### config.mk
export PLATFORM = sky130hd
export DESIGN_NAME = engine_run_state_sequencer
export DESIGN_NICKNAME = d
export VERILOG_FILES = /design/src/rtl/core/ers_pkg.sv /design/src/rtl/core/engine_run_state_sequencer.sv
export SDC_FILE = /design/constraint.sdc
export NUM_CORES = 1
export LEC_CHECK = 0
export BUFFER_PORTS_ARGS = -buffer_cell sky130_fd_sc_hd__buf_4
export CAP_MARGIN = 20
export CORE_UTILIZATION = 26
export CTS_BUF_LIST = sky130_fd_sc_hd__clkbuf_8
export CTS_CLUSTER_SIZE = 20
export DETAILED_ROUTE_END_ITERATION = 6
export GPL_TIMING_DRIVEN = 0
export PLACE_DENSITY_LB_ADDON = 0.15
export SETUP_SLACK_MARGIN = 0.02
export SLEW_MARGIN = 15
export SYNTH_ARGS = -nofsm -noshare
export SYNTH_HDL_FRONTEND = slang
export SYNTH_SLANG_ARGS = --single-unit
### constraint.sdc
create_clock -name clk -period 5.25 [get_ports clk]
set_input_delay 1.05 -clock clk [delete_from_list [all_inputs] [get_ports clk]]
set_output_delay 1.05 -clock clk [all_outputs]
set_load 0.02 [all_outputs]
### src/rtl/core/ers_pkg.sv
// Shared constants for the engine run state sequencer: widths, phase codes, timers, registers.
package ers_pkg;

  // Field and register widths
  localparam int SpeedW   = 14;
  localparam int TickW    = 10;
  localparam int CountW   = 16;
  localparam int PhaseW   = 3;
  localparam int AccelW   = 2;
  localparam int CfgIdxW  = 3;
  localparam int CfgDataW = 14;
  localparam int InDataW  = 24;
  localparam int OutDataW = 24;
  localparam int NumTimer = 4;

  // Phase codes
  localparam logic [PhaseW-1:0] PH_WAKEUP = 3'd0;
  localparam logic [PhaseW-1:0] PH_PRIMER = 3'd1;
  localparam logic [PhaseW-1:0] PH_STOP   = 3'd2;
  localparam logic [PhaseW-1:0] PH_CRANK  = 3'd3;
  localparam logic [PhaseW-1:0] PH_STALL  = 3'd4;
  localparam logic [PhaseW-1:0] PH_IDLE   = 3'd5;
  localparam logic [PhaseW-1:0] PH_CRUISE = 3'd6;
  localparam logic [PhaseW-1:0] PH_OVER   = 3'd7;

  // Acceleration class that counts as decelerating
  localparam logic [AccelW-1:0] ACCEL_DECEL = 2'd2;

  // Timeout timers
  localparam logic [1:0] T_FILL     = 2'd0;
  localparam logic [1:0] T_CRANKLIM = 2'd1;
  localparam logic [1:0] T_RUN      = 2'd2;
  localparam logic [1:0] T_STALL    = 2'd3;

  localparam logic [CountW-1:0] FILL_MS     = 16'd2000;
  localparam logic [CountW-1:0] CRANKLIM_MS = 16'd2000;
  localparam logic [CountW-1:0] RUN_MS      = 16'd3000;
  localparam logic [CountW-1:0] STALL_MS    = 16'd1500;

  // Configuration register indexes
  localparam logic [CfgIdxW-1:0] REG_TICK_PERIOD = 3'd0;
  localparam logic [CfgIdxW-1:0] REG_IDLE_LOW    = 3'd1;
  localparam logic [CfgIdxW-1:0] REG_IDLE_HIGH   = 3'd2;
  localparam logic [CfgIdxW-1:0] REG_OVERSPEED   = 3'd3;
  localparam logic [CfgIdxW-1:0] REG_OVER_HYST   = 3'd4;
  localparam logic [CfgIdxW-1:0] REG_STOPPED     = 3'd5;

  // Configuration reset values
  localparam logic [TickW-1:0]  TICK_RST      = 10'd50;
  localparam logic [SpeedW-1:0] IDLE_LOW_RST  = 14'd800;
  localparam logic [SpeedW-1:0] IDLE_HIGH_RST = 14'd1500;
  localparam logic [SpeedW-1:0] OVER_RST      = 14'd9000;
  localparam logic [SpeedW-1:0] HYST_RST      = 14'd500;
  localparam logic [SpeedW-1:0] STOPPED_RST   = 14'd100;

endpackage

### src/rtl/core/engine_run_state_sequencer.sv
// Engine run phase sequencer: per-tick phase machine with timeouts and a registered result.
//
//  channel   | dir | handshake                    | payload
//  ----------+-----+------------------------------+---------------------------------------
//  s_axis    | in  | s_axis_tvalid/s_axis_tready  | speed, pulse, primer done, accel class
//  m_axis    | out | m_axis_tvalid/m_axis_tready  | phase, drives, pulses, stall count
//  cfg       | in  | cfg_we                       | cfg_index, cfg_data
//
// One tick is evaluated in the cycle it is transferred; its result is in the output
// register on the next cycle, so one tick per cycle is sustained while m_axis_tready is high.
// A new tick is taken whenever the output register is empty or being drained.
// Reset (rst, synchronous) returns the phase to wakeup, clears the timers and the
// stall count and loads the default thresholds.
module engine_run_state_sequencer (
  input  logic                         clk,
  input  logic                         rst,
  input  logic                         s_axis_tvalid,
  output logic                         s_axis_tready,
  // [13:0] shaft_rpm, [14] pulse_detected, [15] primer_done, [17:16] accel_class,
  // [23:18] zero
  input  logic [ers_pkg::InDataW-1:0]  s_axis_tdata,
  output logic                         m_axis_tvalid,
  input  logic                         m_axis_tready,
  // [2:0] phase, [3] pump_on, [4] injector_on, [5] primer_start, [6] crank_led,
  // [7] speed_clear, [23:8] stall_count
  output logic [ers_pkg::OutDataW-1:0] m_axis_tdata,
  input  logic                         cfg_we,
  input  logic [ers_pkg::CfgIdxW-1:0]  cfg_index,
  input  logic [ers_pkg::CfgDataW-1:0] cfg_data
);
  import ers_pkg::*;

  // Configuration registers
  logic [TickW-1:0]  tick_period;
  logic [SpeedW-1:0] idle_low;
  logic [SpeedW-1:0] idle_high;
  logic [SpeedW-1:0] overspeed;
  logic [SpeedW-1:0] over_hyst;
  logic [SpeedW-1:0] stopped;

  // Sequencer state
  logic [PhaseW-1:0]   phase, phase_next;
  logic                pump, pump_next;
  logic                injector, injector_next;
  logic                led, led_next;
  logic [NumTimer-1:0] timer_en, timer_en_next;
  logic [CountW-1:0]   timer_cnt [NumTimer];
  logic [CountW-1:0]   timer_cnt_next [NumTimer];
  logic [CountW-1:0]   died_count, died_count_next;

  // Output register
  logic                out_valid;
  logic [OutDataW-1:0] out_data;

  // Per-tick working signals
  logic              accept;
  logic [SpeedW-1:0] speed;
  logic              pulse;
  logic              pdone;
  logic [AccelW-1:0] accel;
  logic [CountW-1:0] cnt_adv [NumTimer];
  logic              fill_en;
  logic              crank_fire;
  logic              stall_fire;
  logic              over_exit;
  logic              pstart;
  logic              sclear;
  logic              lost;

  assign speed = s_axis_tdata[13:0];
  assign pulse = s_axis_tdata[14];
  assign pdone = s_axis_tdata[15];
  assign accel = s_axis_tdata[17:16];

  assign s_axis_tready = !out_valid || m_axis_tready;
  assign accept        = s_axis_tvalid && s_axis_tready;
  assign m_axis_tvalid = out_valid;
  assign m_axis_tdata  = out_data;

  // Saturating advance of every timer by one tick period
  always_comb begin
    for (int t = 0; t < NumTimer; t++) begin
      logic [CountW:0] sum;
      sum = {1'b0, timer_cnt[t]} + {{(CountW + 1 - TickW){1'b0}}, tick_period};
      cnt_adv[t] = sum[CountW] ? {CountW{1'b1}} : sum[CountW-1:0];
    end
  end

  // Overspeed exit: speed <= overspeed - hysteresis, without going negative
  assign over_exit = ({1'b0, speed} + {1'b0, over_hyst}) <= {1'b0, overspeed};

  // Phase transitions, following the short-circuit order of the timeout tests
  always_comb begin
    phase_next      = phase;
    pump_next       = pump;
    injector_next   = injector;
    led_next        = led;
    timer_en_next   = timer_en;
    died_count_next = died_count;
    for (int t = 0; t < NumTimer; t++) begin
      timer_cnt_next[t] = timer_cnt[t];
    end
    fill_en    = timer_en[T_FILL] || !pump;
    crank_fire = 1'b0;
    stall_fire = 1'b0;
    pstart     = 1'b0;
    sclear     = 1'b0;
    lost       = 1'b0;

    unique case (phase)
      PH_WAKEUP: begin
        if (!pump) begin
          pump_next              = 1'b1;
          timer_en_next[T_FILL]  = 1'b1;
        end
        if (fill_en) begin
          timer_cnt_next[T_FILL] = cnt_adv[T_FILL];
          if (cnt_adv[T_FILL] >= FILL_MS) begin
            timer_en_next[T_FILL] = 1'b0;
            injector_next         = 1'b1;
            pstart                = 1'b1;
            phase_next            = PH_PRIMER;
          end
        end
      end
      PH_PRIMER: begin
        if (pdone) begin
          injector_next = 1'b0;
          sclear        = 1'b1;
          led_next      = 1'b1;
          phase_next    = PH_STOP;
        end
      end
      PH_STOP: begin
        if (pulse) begin
          timer_en_next[T_CRANKLIM] = 1'b1;
          phase_next                = PH_CRANK;
        end
      end
      PH_CRANK: begin
        if (speed > idle_low) begin
          // Run timer is switched on before its test, so it always advances here
          timer_en_next[T_RUN]  = 1'b1;
          timer_cnt_next[T_RUN] = cnt_adv[T_RUN];
          if (cnt_adv[T_RUN] >= RUN_MS) begin
            timer_en_next[T_RUN]  = 1'b0;
            timer_cnt_next[T_RUN] = '0;
            led_next              = 1'b0;
            phase_next            = PH_IDLE;
          end
        end else begin
          if (accel != ACCEL_DECEL && timer_en[T_CRANKLIM]) begin
            timer_cnt_next[T_CRANKLIM] = cnt_adv[T_CRANKLIM];
            crank_fire                 = cnt_adv[T_CRANKLIM] >= CRANKLIM_MS;
          end
          if (accel == ACCEL_DECEL || crank_fire) begin
            timer_en_next[T_CRANKLIM]  = 1'b0;
            timer_cnt_next[T_CRANKLIM] = '0;
            timer_en_next[T_STALL]     = 1'b1;
            phase_next                 = PH_STALL;
          end
        end
      end
      PH_STALL: begin
        if (!(speed < stopped) && timer_en[T_STALL]) begin
          timer_cnt_next[T_STALL] = cnt_adv[T_STALL];
          stall_fire              = cnt_adv[T_STALL] >= STALL_MS;
        end
        if (speed < stopped || stall_fire) begin
          timer_en_next[T_STALL]  = 1'b0;
          timer_cnt_next[T_STALL] = '0;
          died_count_next         = died_count + 16'd1;
          sclear                  = 1'b1;
          led_next                = 1'b1;
          phase_next              = PH_STOP;
        end
      end
      PH_IDLE: begin
        if (speed > idle_high) begin
          phase_next = PH_CRUISE;
        end else if (speed <= idle_low) begin
          phase_next             = PH_STALL;
          timer_en_next[T_STALL] = 1'b1;
        end
        lost = !pulse;
      end
      PH_CRUISE: begin
        if (speed > overspeed) begin
          phase_next = PH_OVER;
        end else if (speed <= idle_high) begin
          phase_next = PH_IDLE;
        end
        lost = !pulse;
      end
      default: begin
        if (over_exit) begin
          phase_next = PH_CRUISE;
        end
        lost = !pulse;
      end
    endcase

    // Pulse loss in a running phase drops back to stop
    if (lost) begin
      sclear     = 1'b1;
      led_next   = 1'b1;
      phase_next = PH_STOP;
    end
  end

  // Configuration writes
  always_ff @(posedge clk) begin
    if (rst) begin
      tick_period <= TICK_RST;
      idle_low    <= IDLE_LOW_RST;
      idle_high   <= IDLE_HIGH_RST;
      overspeed   <= OVER_RST;
      over_hyst   <= HYST_RST;
      stopped     <= STOPPED_RST;
    end else if (cfg_we) begin
      case (cfg_index)
        REG_TICK_PERIOD: tick_period <= cfg_data[TickW-1:0];
        REG_IDLE_LOW:    idle_low    <= cfg_data;
        REG_IDLE_HIGH:   idle_high   <= cfg_data;
        REG_OVERSPEED:   overspeed   <= cfg_data;
        REG_OVER_HYST:   over_hyst   <= cfg_data;
        REG_STOPPED:     stopped     <= cfg_data;
        default: ;
      endcase
    end
  end

  // Advance the sequencer state on each tick transfer
  always_ff @(posedge clk) begin
    if (rst) begin
      phase      <= PH_WAKEUP;
      pump       <= 1'b0;
      injector   <= 1'b0;
      led        <= 1'b0;
      timer_en   <= '0;
      died_count <= '0;
      for (int t = 0; t < NumTimer; t++) begin
        timer_cnt[t] <= '0;
      end
    end else if (accept) begin
      phase      <= phase_next;
      pump       <= pump_next;
      injector   <= injector_next;
      led        <= led_next;
      timer_en   <= timer_en_next;
      died_count <= died_count_next;
      for (int t = 0; t < NumTimer; t++) begin
        timer_cnt[t] <= timer_cnt_next[t];
      end
    end
  end

  // Hold the result until the downstream transfer
  always_ff @(posedge clk) begin
    if (rst) begin
      out_valid <= 1'b0;
    end else if (accept) begin
      out_valid <= 1'b1;
    end else if (m_axis_tready) begin
      out_valid <= 1'b0;
    end
  end

  always_ff @(posedge clk) begin
    if (accept) begin
      out_data <= {died_count_next, sclear, led_next, pstart, injector_next, pump_next,
                   phase_next};
    end
  end

  // The injector is driven only while the primer phase lasts
  a_injector_primer: assert property (@(posedge clk) disable iff (rst)
    injector |-> phase == PH_PRIMER)
    else $error("injector on outside primer phase");

  // The stall count moves only when a stall ends
  a_died_in_stall: assert property (@(posedge clk) disable iff (rst)
    accept && died_count_next != died_count |-> phase == PH_STALL)
    else $error("stall count changed outside stall phase");

  // A primer start request always comes with entry to the primer phase
  a_pstart_phase: assert property (@(posedge clk) disable iff (rst)
    out_valid && out_data[5] |-> out_data[2:0] == PH_PRIMER && out_data[4])
    else $error("primer start without primer phase");

endmodule

# Yosys cells after proc, flatten, opt, wreduce, memory -nomap -nowiden
# Memories as Yosys holds them, arrays and structs flattened.
# Cells that the tools add are included.
[classes]
shift = 0
eq_ne = 19
bitwise = 4
mul = 0
div = 0
addsub = 6
reduce_logical = 27
muxes = 77
n_lt_le_gt_ge = 11
[ops]
columns = ["cell", "count"]
rows = [
  ["$mux W16", 20],
  ["$add A16 B10 Y17", 4],
  ["$ge A16 B11 Y1 const B", 3],
  ["$gt A14 B14 Y1", 3],
  ["$mux W3", 14],
  ["$mux W1", 36],
  ["$mux W32", 1],
  ["$le A14 B14 Y1", 2],
  ["$pmux W3 S7", 1],
  ["$add A16 B1 Y16 const B", 1],
  ["$ge A16 B12 Y1 const B", 1],
  ["$reduce_and A2 Y1", 8],
  ["$add A14 B14 Y15", 1],
  ["$eq A3 B3 Y1 const B", 5],
  ["$le A15 B14 Y1", 1],
  ["$lt A14 B14 Y1", 1],
  ["$ne A2 B2 Y1 const B", 7],
  ["$eq A3 B2 Y1 const B", 4],
  ["$reduce_and A7 Y1", 1],
  ["$eq A3 B1 Y1 const B", 2],
  ["$logic_not A3 Y1", 2],
  ["$pmux W1 S2", 3],
  ["$pmux W1 S3", 2],
  ["$reduce_and A5 Y1", 1],
  ["8 further kinds", 20],
]
[word_totals]
wordCells = 163
n_memories = 1
inputBits = 46
ram_bits = 64
ff_bits = 130
latchBits = 0
output_inout_bits = 26
rom_bits = 0
[memory_table]
columns = ["name", "words", "word_bits", "read_ports", "rd_ports_with_merged_regs", "write_ports", "line", "rtl"]
rows = [
  ["timer_cnt", 4, 16, 4, 0, 4, "engine_run_state_sequencer.sv:47", "logic [CountW-1:0] timer_cnt [NumTimer];"],
]

# Depth between registers and ports, before layout
# Gate-level depths: netlist of run 1.
[depth]
depth_word = 11
depth_mapped = 18
ltp_nobuf = 18

# Least setup slack after synthesis of run 1
# OpenSTA, ideal clock, no wires.
[synth_path]
path_kind = "input -> register"
start = "input port s_axis_tdata[1] (netlist name)"
end = "register phase[0]"
n_path_buf = 0
path_stages = 17
required_ns = 5.149
arrival_time_ns = 4.414
setup_time_ns = 0.101
path_slack_ns = 0.735
cell_sequence = "ha_1 a21o_1 a21oi_1 o21bai_1 a21o_1 a21oi_1 o21ai_0 o41ai_1 or4b_2 o211ai_1 ha_1 nand3_1 a21o_1 a21oi_1 nor3_1 a21o_1 o41ai_1"
[synth_between]
elab_chain_cells = 9
word_cells_on_any_way = 22
classes_between = "add/sub: 1; order compare: 7; mux: 11; reduce/logical: 3"
[synth_rtl]
columns = ["element", "line", "rtl"]
rows = [
  ["start, declared", "engine_run_state_sequencer.sv:21", "input logic [ers_pkg::InDataW-1:0] s_axis_tdata,"],
  ["branches (longest 7 deep; another with $add A14 B14 Y15)", "--", ""],
  ["$pmux W3 S7 (*)", "engine_run_state_sequencer.sv:110", "unique case (phase)"],
  ["$mux W3 (*)", "engine_run_state_sequencer.sv:204", "if (lost) begin"],
  ["end signal, assigned", "engine_run_state_sequencer.sv:246", "phase <= phase_next;"],
  ["end, declared", "engine_run_state_sequencer.sv:42", "logic [PhaseW-1:0] phase, phase_next;"],
]
# Mark *: on every way between the ends. The select of a mux whose other input is x is not followed.
# A chain may end at the register's enable or synchronous reset.

# Final worst setup path of run 1
[layout_path]
start = "input port s_axis_tdata[1] (netlist name)"
end = "register out_data[0], in the netlist m_axis_tdata[0], data pin"
[layout_between]
elab_chain_cells = 9
word_cells_on_any_way = 22
classes_between = "add/sub: 1; order compare: 7; mux: 11; reduce/logical: 3"
[layout_rtl]
columns = ["element", "line", "rtl"]
rows = [
  ["branches (longest 7 deep; another with $add A14 B14 Y15)", "--", ""],
  ["$pmux W3 S7 (*)", "engine_run_state_sequencer.sv:110", ""],
  ["$mux W3 (*)", "engine_run_state_sequencer.sv:204", ""],
  ["named net phase_next[0]", "engine_run_state_sequencer.sv:42", ""],
  ["end signal, assigned", "engine_run_state_sequencer.sv:271", "out_data <= {died_count_next, sclear, led_next, pstart, injector_next, pump_next,"],
  ["end, declared", "engine_run_state_sequencer.sv:53", "logic [OutDataW-1:0] out_data;"],
]
# Mark *: on every way through the listed nets, which the timed path passes. The select of a mux whose other input is x is not followed.

==> results of run 1 <==
[through the flow]
step	total power (W)	TNS, ps
after detailed placement	0.00245	-658
after global placement	0.00244	-3420
after floorplan	0.00220	0
final	0.00357	0
after global routing	0.00376	0
after CTS	0.00361	0
[final cells by class]
type	count	area (um2)	area share (%)
Multi-Input combinational cell	1167	7750	51.8
Sequential cell	194	4760	31.9
Tap cell	664	831	5.55
Timing Repair Buffer	68	538	3.60
Inverter	99	372	2.48
Buffer	60	269	1.80
Clock buffer	17	234	1.56
Clock inverter	15	204	1.36
[registers in the layout, indices dropped and copies added (netlist names), 3 cells and up]
| name | count |
|---|---|
| died_count | 16 |
| idle_high | 14 |
| idle_low | 14 |
| m_axis_tdata | 24 |
| over_hyst | 14 |
| overspeed | 14 |
| phase | 3 |
| stopped | 14 |
| tick_period | 10 |
| timer_cnt | 64 |
| timer_en | 3 |
[critical path, cell delays in order]
cell and delay, ps:
buf_4 160, ha_1 290, a21o_1 170, a21oi_1 230, o21bai_1 100, a21o_1 200
a21oi_1 210, o21ai_0 230, o41ai_2 390, or4b_2 630, o211ai_1 150, ha_1 180
nand3_1 130, nor4_1 420, a21oi_1 110, nor3_1 190, a21o_1 210, nor3b_1 90
[synthesized netlist by cell type, drive strengths merged (5+ instances only)]
library cell	count	area share [%]
nor2b	28	1.3
mux2	15	1.3
inv	99	2.8
nand2	213	6.1
and3	24	1.1
clkbuf	48	1.5
fa	5	0.76
a31oi	10	0.53
a21o	29	1.7
buf	12	0.57
o2111ai	6	0.40
o21bai	8	0.54
o31ai	8	0.46
nor4b	7	0.47
or2	13	0.62
ha	124	12
and2	12	0.57
edfxtp	88	20
o21ai	62	2.4
a211oi	19	1.3
nand4	9	0.43
nand2b	10	0.48
xnor2	26	1.7
xor2	32	2.1
or3	8	0.38
nor4	24	1.3
nor2	91	2.6
o21a	13	0.74
nor3	23	0.92
dfxtp	106	16
mux2i	6	0.46
a21oi	167	6.5
o211ai	32	1.8
nand3	58	2.2
nor3b	6	0.34
[path summary, 6_finish.rpt]
check / slack [ps] / start / endpoint
setup / recovery: 360 / s_axis_tdata[1] / m_axis_tdata[0]$_DFFE_PP_
hold / removal: 460 / stopped[0]$_SDFFE_PP0P_ / stopped[0]$_SDFFE_PP0P_
setup reg to reg: 700 / over_hyst[1]$_SDFFE_PP0P_ / m_axis_tdata[0]$_DFFE_PP_
hold reg to reg: 460 / stopped[0]$_SDFFE_PP0P_ / stopped[0]$_SDFFE_PP0P_
[layer usage]
| metal | wire length, um | track usage (%) |
|---|---|---|
| met5 | 0 | 0 |
| met4 | 540 | 4.32 |
| met3 | 1140 | 2.20 |
| met2 | 17100 | 24.1 |
| met1 | 21200 | 23.4 |
[logic make-up after synthesis]
| logic type | synth area share, % |
|---|---|
| compound gates | 20.6 |
| fa+ha+maj | 12.6 |
| other cells | 0.0286 |
| mux | 1.75 |
| flops | 36.4 |
| xor+xnor | 3.88 |
| simple gates | 20.0 |
| buf+inv | 4.88 |
[power groups by stage]
stage	logic, W	clock network [W]	registers (W)
floorplan	0.000467	0	0.00174
global placement	0.000710	0	0.00173
detailed placement	0.000721	0	0.00173
CTS	0.000727	0.00118	0.00170
global route	0.000812	0.00124	0.00171
finish	0.000723	0.00114	0.00170
[repair_timing]
action	in CTS	in global routing
gates resized for setup	0	1
buffers inserted	0	0
endpoints found under the setup margin	0	2
==> metrics.md, run 1 <==
| Metric | Value |
|---|---|
| Slew @ Worst Pin | `920 ps` |
| Ys async rst share | `0%` |
| Global route overflow | `0` |
| Die Wd | `227 um` |
| Req. time, crit path | `5510 ps` |
| Most common cell after layout, fill and taps aside | `nand2_1` |
| Minimum clock period | `4890 ps` |
| Period utilisation layout | `93.1%` |
| Most used DFF post-synth | `dfxtp_1` |
| Worst Hold Slack | `458 ps` |
| Synth cell types | `85` |
| NetSw | `0.00111 W` |
| Yosys warnings | `0` |
| Status | `complete, no violations` |
| Synth Area per Inst | `8.64 um2` |
| Via Count | `11.2k` |
| Cells on worst reg2reg path | `17` |
| Crit. End Element | `flip-flop` |
| Net Sw Frac | `31.2%` |
| Clock tree sinks | `194` |
| Setup CP Type | `in2reg` |
| Starting density of the core | `26.6%` |
| Register share of total power | `47.6%` |
| Cells after DPL | `2252` |
| Root buffer selected by CTS | `clkbuf_8` |
| Hold Path Cell Cnt | `2` |
| CTS Buf Count | `17` |
| Hold WC Path Type | `reg2reg` |
| Post-synth EDFFs | `88` |
| RD Place Congestion | `0.837` |
| Nets@finish | `1782` |
| Clk pwr share | `32.1%` |
| Worst skew pair latency | `530 ps` |
| DP HPWL | `30.7 mm` |
| Drt pass-1 iters | `5` |
| Post-Route WL | `40.0 mm` |
| Pleak | `5.96 nW` |
| Std cell rows | `81` |
| Worst slack at placement | `-396 ps` |
| Gate power share | `20.3%` |
| CP max FO | `6` |
| Register area share after synthesis | `36.4%` |
| CTS tree | `yes` |
| Max clock buf depth | `2` |
| # H-tree levels | `4` |
| Io pins | `72` |
| Pwr per Cell Area | `238 nW/um2` |
| Slew HR | `38.4%` |
| Routed vias/inst | `4.90` |
| Avg WL per Cell | `17.5 um` |
| RSZ-0062 raised after global routing | `no` |
| Area growth from synthesis to layout | `14.1%` |
| Share of cells above drive strength 1 | `10.4%` |
| Endpoints failing setup | `0` |
| Placed inst area | `14500 um2` |
| IO buf count | `64` |
| Most frequent cells in the layout | `nand2_1 (213), a21oi_1 (166), ha_1 (124)` |
| Total track usage | `15.9%` |
| Final Util | `30.3%` |
| Pin count of the biggest net entering global routing | `25` |
| Vias in the first global route | `10.7k` |
| Fill count | `5200` |
| Setup WS post-layout | `360 ps` |
| Cell area after synthesis | `13100 um2` |
| Die footprint | `51300 um2` |
| Iter 0 DRT Violations | `592` |
| First-pass GRT wire length | `62.1 mm` |
| Cell-internal power | `0.00245 W` |
| DRC viols | `0` |
| Fin. max-slew vios | `0` |
| Startpoint Class | `input port` |
| CTS Hold Buffers Added | `0` |
| Clock slew at reported path FFs | `100 ps` |
| Hold Fails Final Rpt | `0` |
| FMAX | `0.204 GHz` |
| Syn Inst Count | `1517` |
| Final instance area | `15000 um2` |
| Chip height | `227 um` |
| Initial antenna violation count | `0` |
| Clk_skew | `22.7 ps` |
| Fin cells | `2284` |
| VDD IR max | `0.167 mV` |
| Diode count | `0` |
| #FFs+latches synth | `194` |
| Max-cap violation count | `0` |
| Worst endpoint data arrival time | `5150 ps` |
| Post-route ant nets | `0` |
| Core area | `49400 um2` |
No activity file was read; power rests on OpenSTA's default activity.
==> run 2: changes to the inputs <==
--- a/config.mk
+++ b/config.mk
@@ -11,7 +11,7 @@
 export CTS_BUF_LIST = sky130_fd_sc_hd__clkbuf_8
 export CTS_CLUSTER_SIZE = 20
 export DETAILED_ROUTE_END_ITERATION = 6
-export GPL_TIMING_DRIVEN = 0
+export GPL_TIMING_DRIVEN = 1
 export PLACE_DENSITY_LB_ADDON = 0.15
 export SETUP_SLACK_MARGIN = 0.02
 export SLEW_MARGIN = 15
==> run 2 against run 1 <==
  * Die area is the same
  * Clock skew shrank 5.2 ps
  * Final cell count shrank 2.0%
  * First-iteration DRC count grew 16%
  * Wire length shrank 6.1%
  * Register-to-register slack gained 140 ps
  * Critical path depth is the same
  * Core utilization shrank 0.43 points
  * Combinational power shrank 3.6%
  * Worst hold slack gained 3.4 ps
  * Maximum frequency grew 8.9%
==> metrics.md, run 2 (synthesis gave the netlist of run 1 again) <==
| Metric | Value |
|---|---|
| Power, Total | `0.00354 W (-0.63%)` |
| RSZ-0062 raised after global routing | `no` |
| Pin count of the biggest net entering global routing | `63 (+150%)` |
| Max incr delay on CP | `620 ps (about the same)` |
| Avg WL per Cell | `16.8 um (-4.2%)` |
| IO buf count | `65 (+1.6%)` |
| Slew @ Worst Pin | `845 ps (-74.6 ps)` |
| Max-cap violation count | `0 (unchanged)` |
| Post-route ant nets | `0 (unchanged)` |
| DP HPWL | `27.6 mm (-10%)` |
| Max clock buf depth | `2 (unchanged)` |
| Die footprint | `51300 um2 (unchanged)` |
| CTS resizes | `0 (unchanged)` |
| Area growth from synthesis to layout | `12.5%` |
| CTS tree | `yes` |
| Die Wd | `227 um (unchanged)` |
| # H-tree levels | `4 (unchanged)` |
| RD Place Congestion | `0.815 (-2.6%)` |
| Global route overflow | `0 (unchanged)` |
| Pwr per Cell Area | `240 nW/um2 (+0.81%)` |
| DRC viols | `0 (unchanged)` |
| Core area | `49400 um2 (unchanged)` |
| Iter 0 DRT Violations | `689 (+16%)` |
| Io pins | `72 (unchanged)` |
| Crit. End Element | `flip-flop` |
| Area of the multi-input gates | `7720 um2 (-0.29%)` |
| Endpoints failing setup | `0 (unchanged)` |
| Clock slew at reported path FFs | `110 ps (about the same)` |
| Hold WC Path Type | `reg2reg` |
| Drt pass-1 iters | `5 (unchanged)` |
| Crit path top cell by count | `a21o_1` |
| Std cell rows | `81 (unchanged)` |
| Critical path cell sequence | `buf_4 > ha_1 > a21o_1 > a21oi_1 > o21bai_1 > a21o_1 > a21oi_1 > o21ai_0 > o41ai_1 > or4b_2 > o211ai_1 > ha_1 > nand3_1 > a21o_1 > a21oi_1 > nor3_1 > a21o_1 > o41ai_1` |
| First-pass GRT wire length | `60.0 mm (-3.4%)` |
| Worst skew pair latency | `570 ps (+40 ps)` |
| Register Area | `4760 um2 (unchanged)` |
| Most common cell after layout, fill and taps aside | `nand2_1` |
| Max reg flops | `64 (unchanged)` |
| CP max FO | `2 (-4)` |
| CTS Buf Count | `17 (unchanged)` |
| Root buffer selected by CTS | `clkbuf_8` |
| Via Count | `10.9k (-2.5%)` |
| Post-Route WL | `37.5 mm (-6.1%)` |
| Pleak | `5.90 nW (-1.1%)` |
| Largest reg by FF count | `timer_cnt` |
| Setup TNS | `0 ps (unchanged)` |
| Setup CP Type | `in2reg` |
| Initial antenna violation count | `1 (+1)` |
| Reg-to-reg slack, setup | `840 ps (+140 ps)` |
| Req. time, crit path | `5720 ps (+210 ps)` |
| Fin. max-slew vios | `0 (unchanged)` |
| Cells after DPL | `2206 (-2.0%)` |
| Nets@finish | `1736 (-2.6%)` |
| Total track usage | `15.4% (-0.56 points)` |
| Vias in the first global route | `10.4k (-2.7%)` |
| Worst endpoint data arrival time | `4960 ps (-190 ps)` |
| FMAX | `0.223 GHz (+8.9%)` |
| Chip height | `227 um (unchanged)` |
| Hold Fails Final Rpt | `0 (unchanged)` |
| Slew HR | `43.6% (+5.2 points)` |
| Startpoint Class | `input port` |
| Starting density of the core | `26.6% (unchanged)` |
| CTS Hold Buffers Added | `0 (unchanged)` |
| Routed vias/inst | `4.87 (-0.57%)` |
| Fill count | `5302 (+2.0%)` |
| Share of cells above drive strength 1 | `10.4% (-0.013 points)` |
| Clk_skew | `17.5 ps (-5.19 ps)` |
| Minimum clock period | `4490 ps (-399 ps)` |
| Fin cells | `2239 (-2.0%)` |
| Most frequent cells in the layout | `nand2_1 (213), a21oi_1 (166), ha_1 (124)` |
| Postcts setup bufs | `0 (unchanged)` |
| VDD IR max | `0.205 mV (+23%)` |
| Critical-path top delay cell | `or4b_2` |
| Status | `complete, no violations` |
| Period utilisation layout | `85.5% (-7.6 points)` |
| Clock tree sinks | `194 (unchanged)` |
run 2: cell types whose count changed in the layout (fill, tap and decap cells not counted), sizes merged:
cell | previous run | this run
clkinv | 5 | 4
diode | 0 | 1
clkbuf | 65 | 18
buf | 80 | 82
run 2: through the flow:
step	utilization [%]	cell area [um2]	hold WS [ps]	worst slack [ps]
finish	29.9	14700	461	759
detailed placement	29.0	14300	446	218
CTS	29.9	14700	461	815
floorplan	-	13100	432	735
global route	29.9	14700	474	475
global placement	29.0	14300	442	219
run 2: worst paths after layout:
| path | start | end | cells after the start |
|---|---|---|---|
| worst max-delay path | s_axis_tdata[1] | phase[0]$_SDFFE_PP0P_ | 18 |
| worst min-delay path | idle_low[1]$_SDFFE_PP0P_ | idle_low[1]$_SDFFE_PP0P_ | 2 |
| worst max register to register | tick_period[0]$_SDFFE_PP0P_ | timer_cnt[1][14]$_SDFFCE_PP0P_ | 11 |
| worst min register to register | idle_low[1]$_SDFFE_PP0P_ | idle_low[1]$_SDFFE_PP0P_ | 2 |
run 2: critical path, delay by kind of cell:
kind | cells | cell delay [ps]
and+or+nand+nor | 3 | 800
AOI/OAI and AO/OA | 12 | 2560
adders and majority gates | 2 | 440
buffers and inverters | 1 | 110
run 2: area by class of cell:
cell class / count / area share, %
antenna: 1 / 0.0170
clock buffer: 18 / 1.68
clock inverter: 14 / 1.27
inverter: 99 / 2.52
multi-input combinational: 1167 / 52.4
sequential: 194 / 32.3
tap: 664 / 5.63
timing repair buffer: 82 / 4.17
run 2: metal layers:
layer	global-route usage (%)	up-vias	wire length [um]
li1	-	5583	-
met3	3.20	37	1460
met2	23.0	171	16000
met5	0	-	0
met1	21.7	5122	19300
met4	5.19	0	745
run 2: power breakdown:
group	switching [W]	internal, W	leakage, nW
Clock	0.000609	0.000531	0.228
Combinational	0.000427	0.000270	3.91
Sequential	0.0000514	0.00165	1.76
Total	0.00109	0.00246	5.90
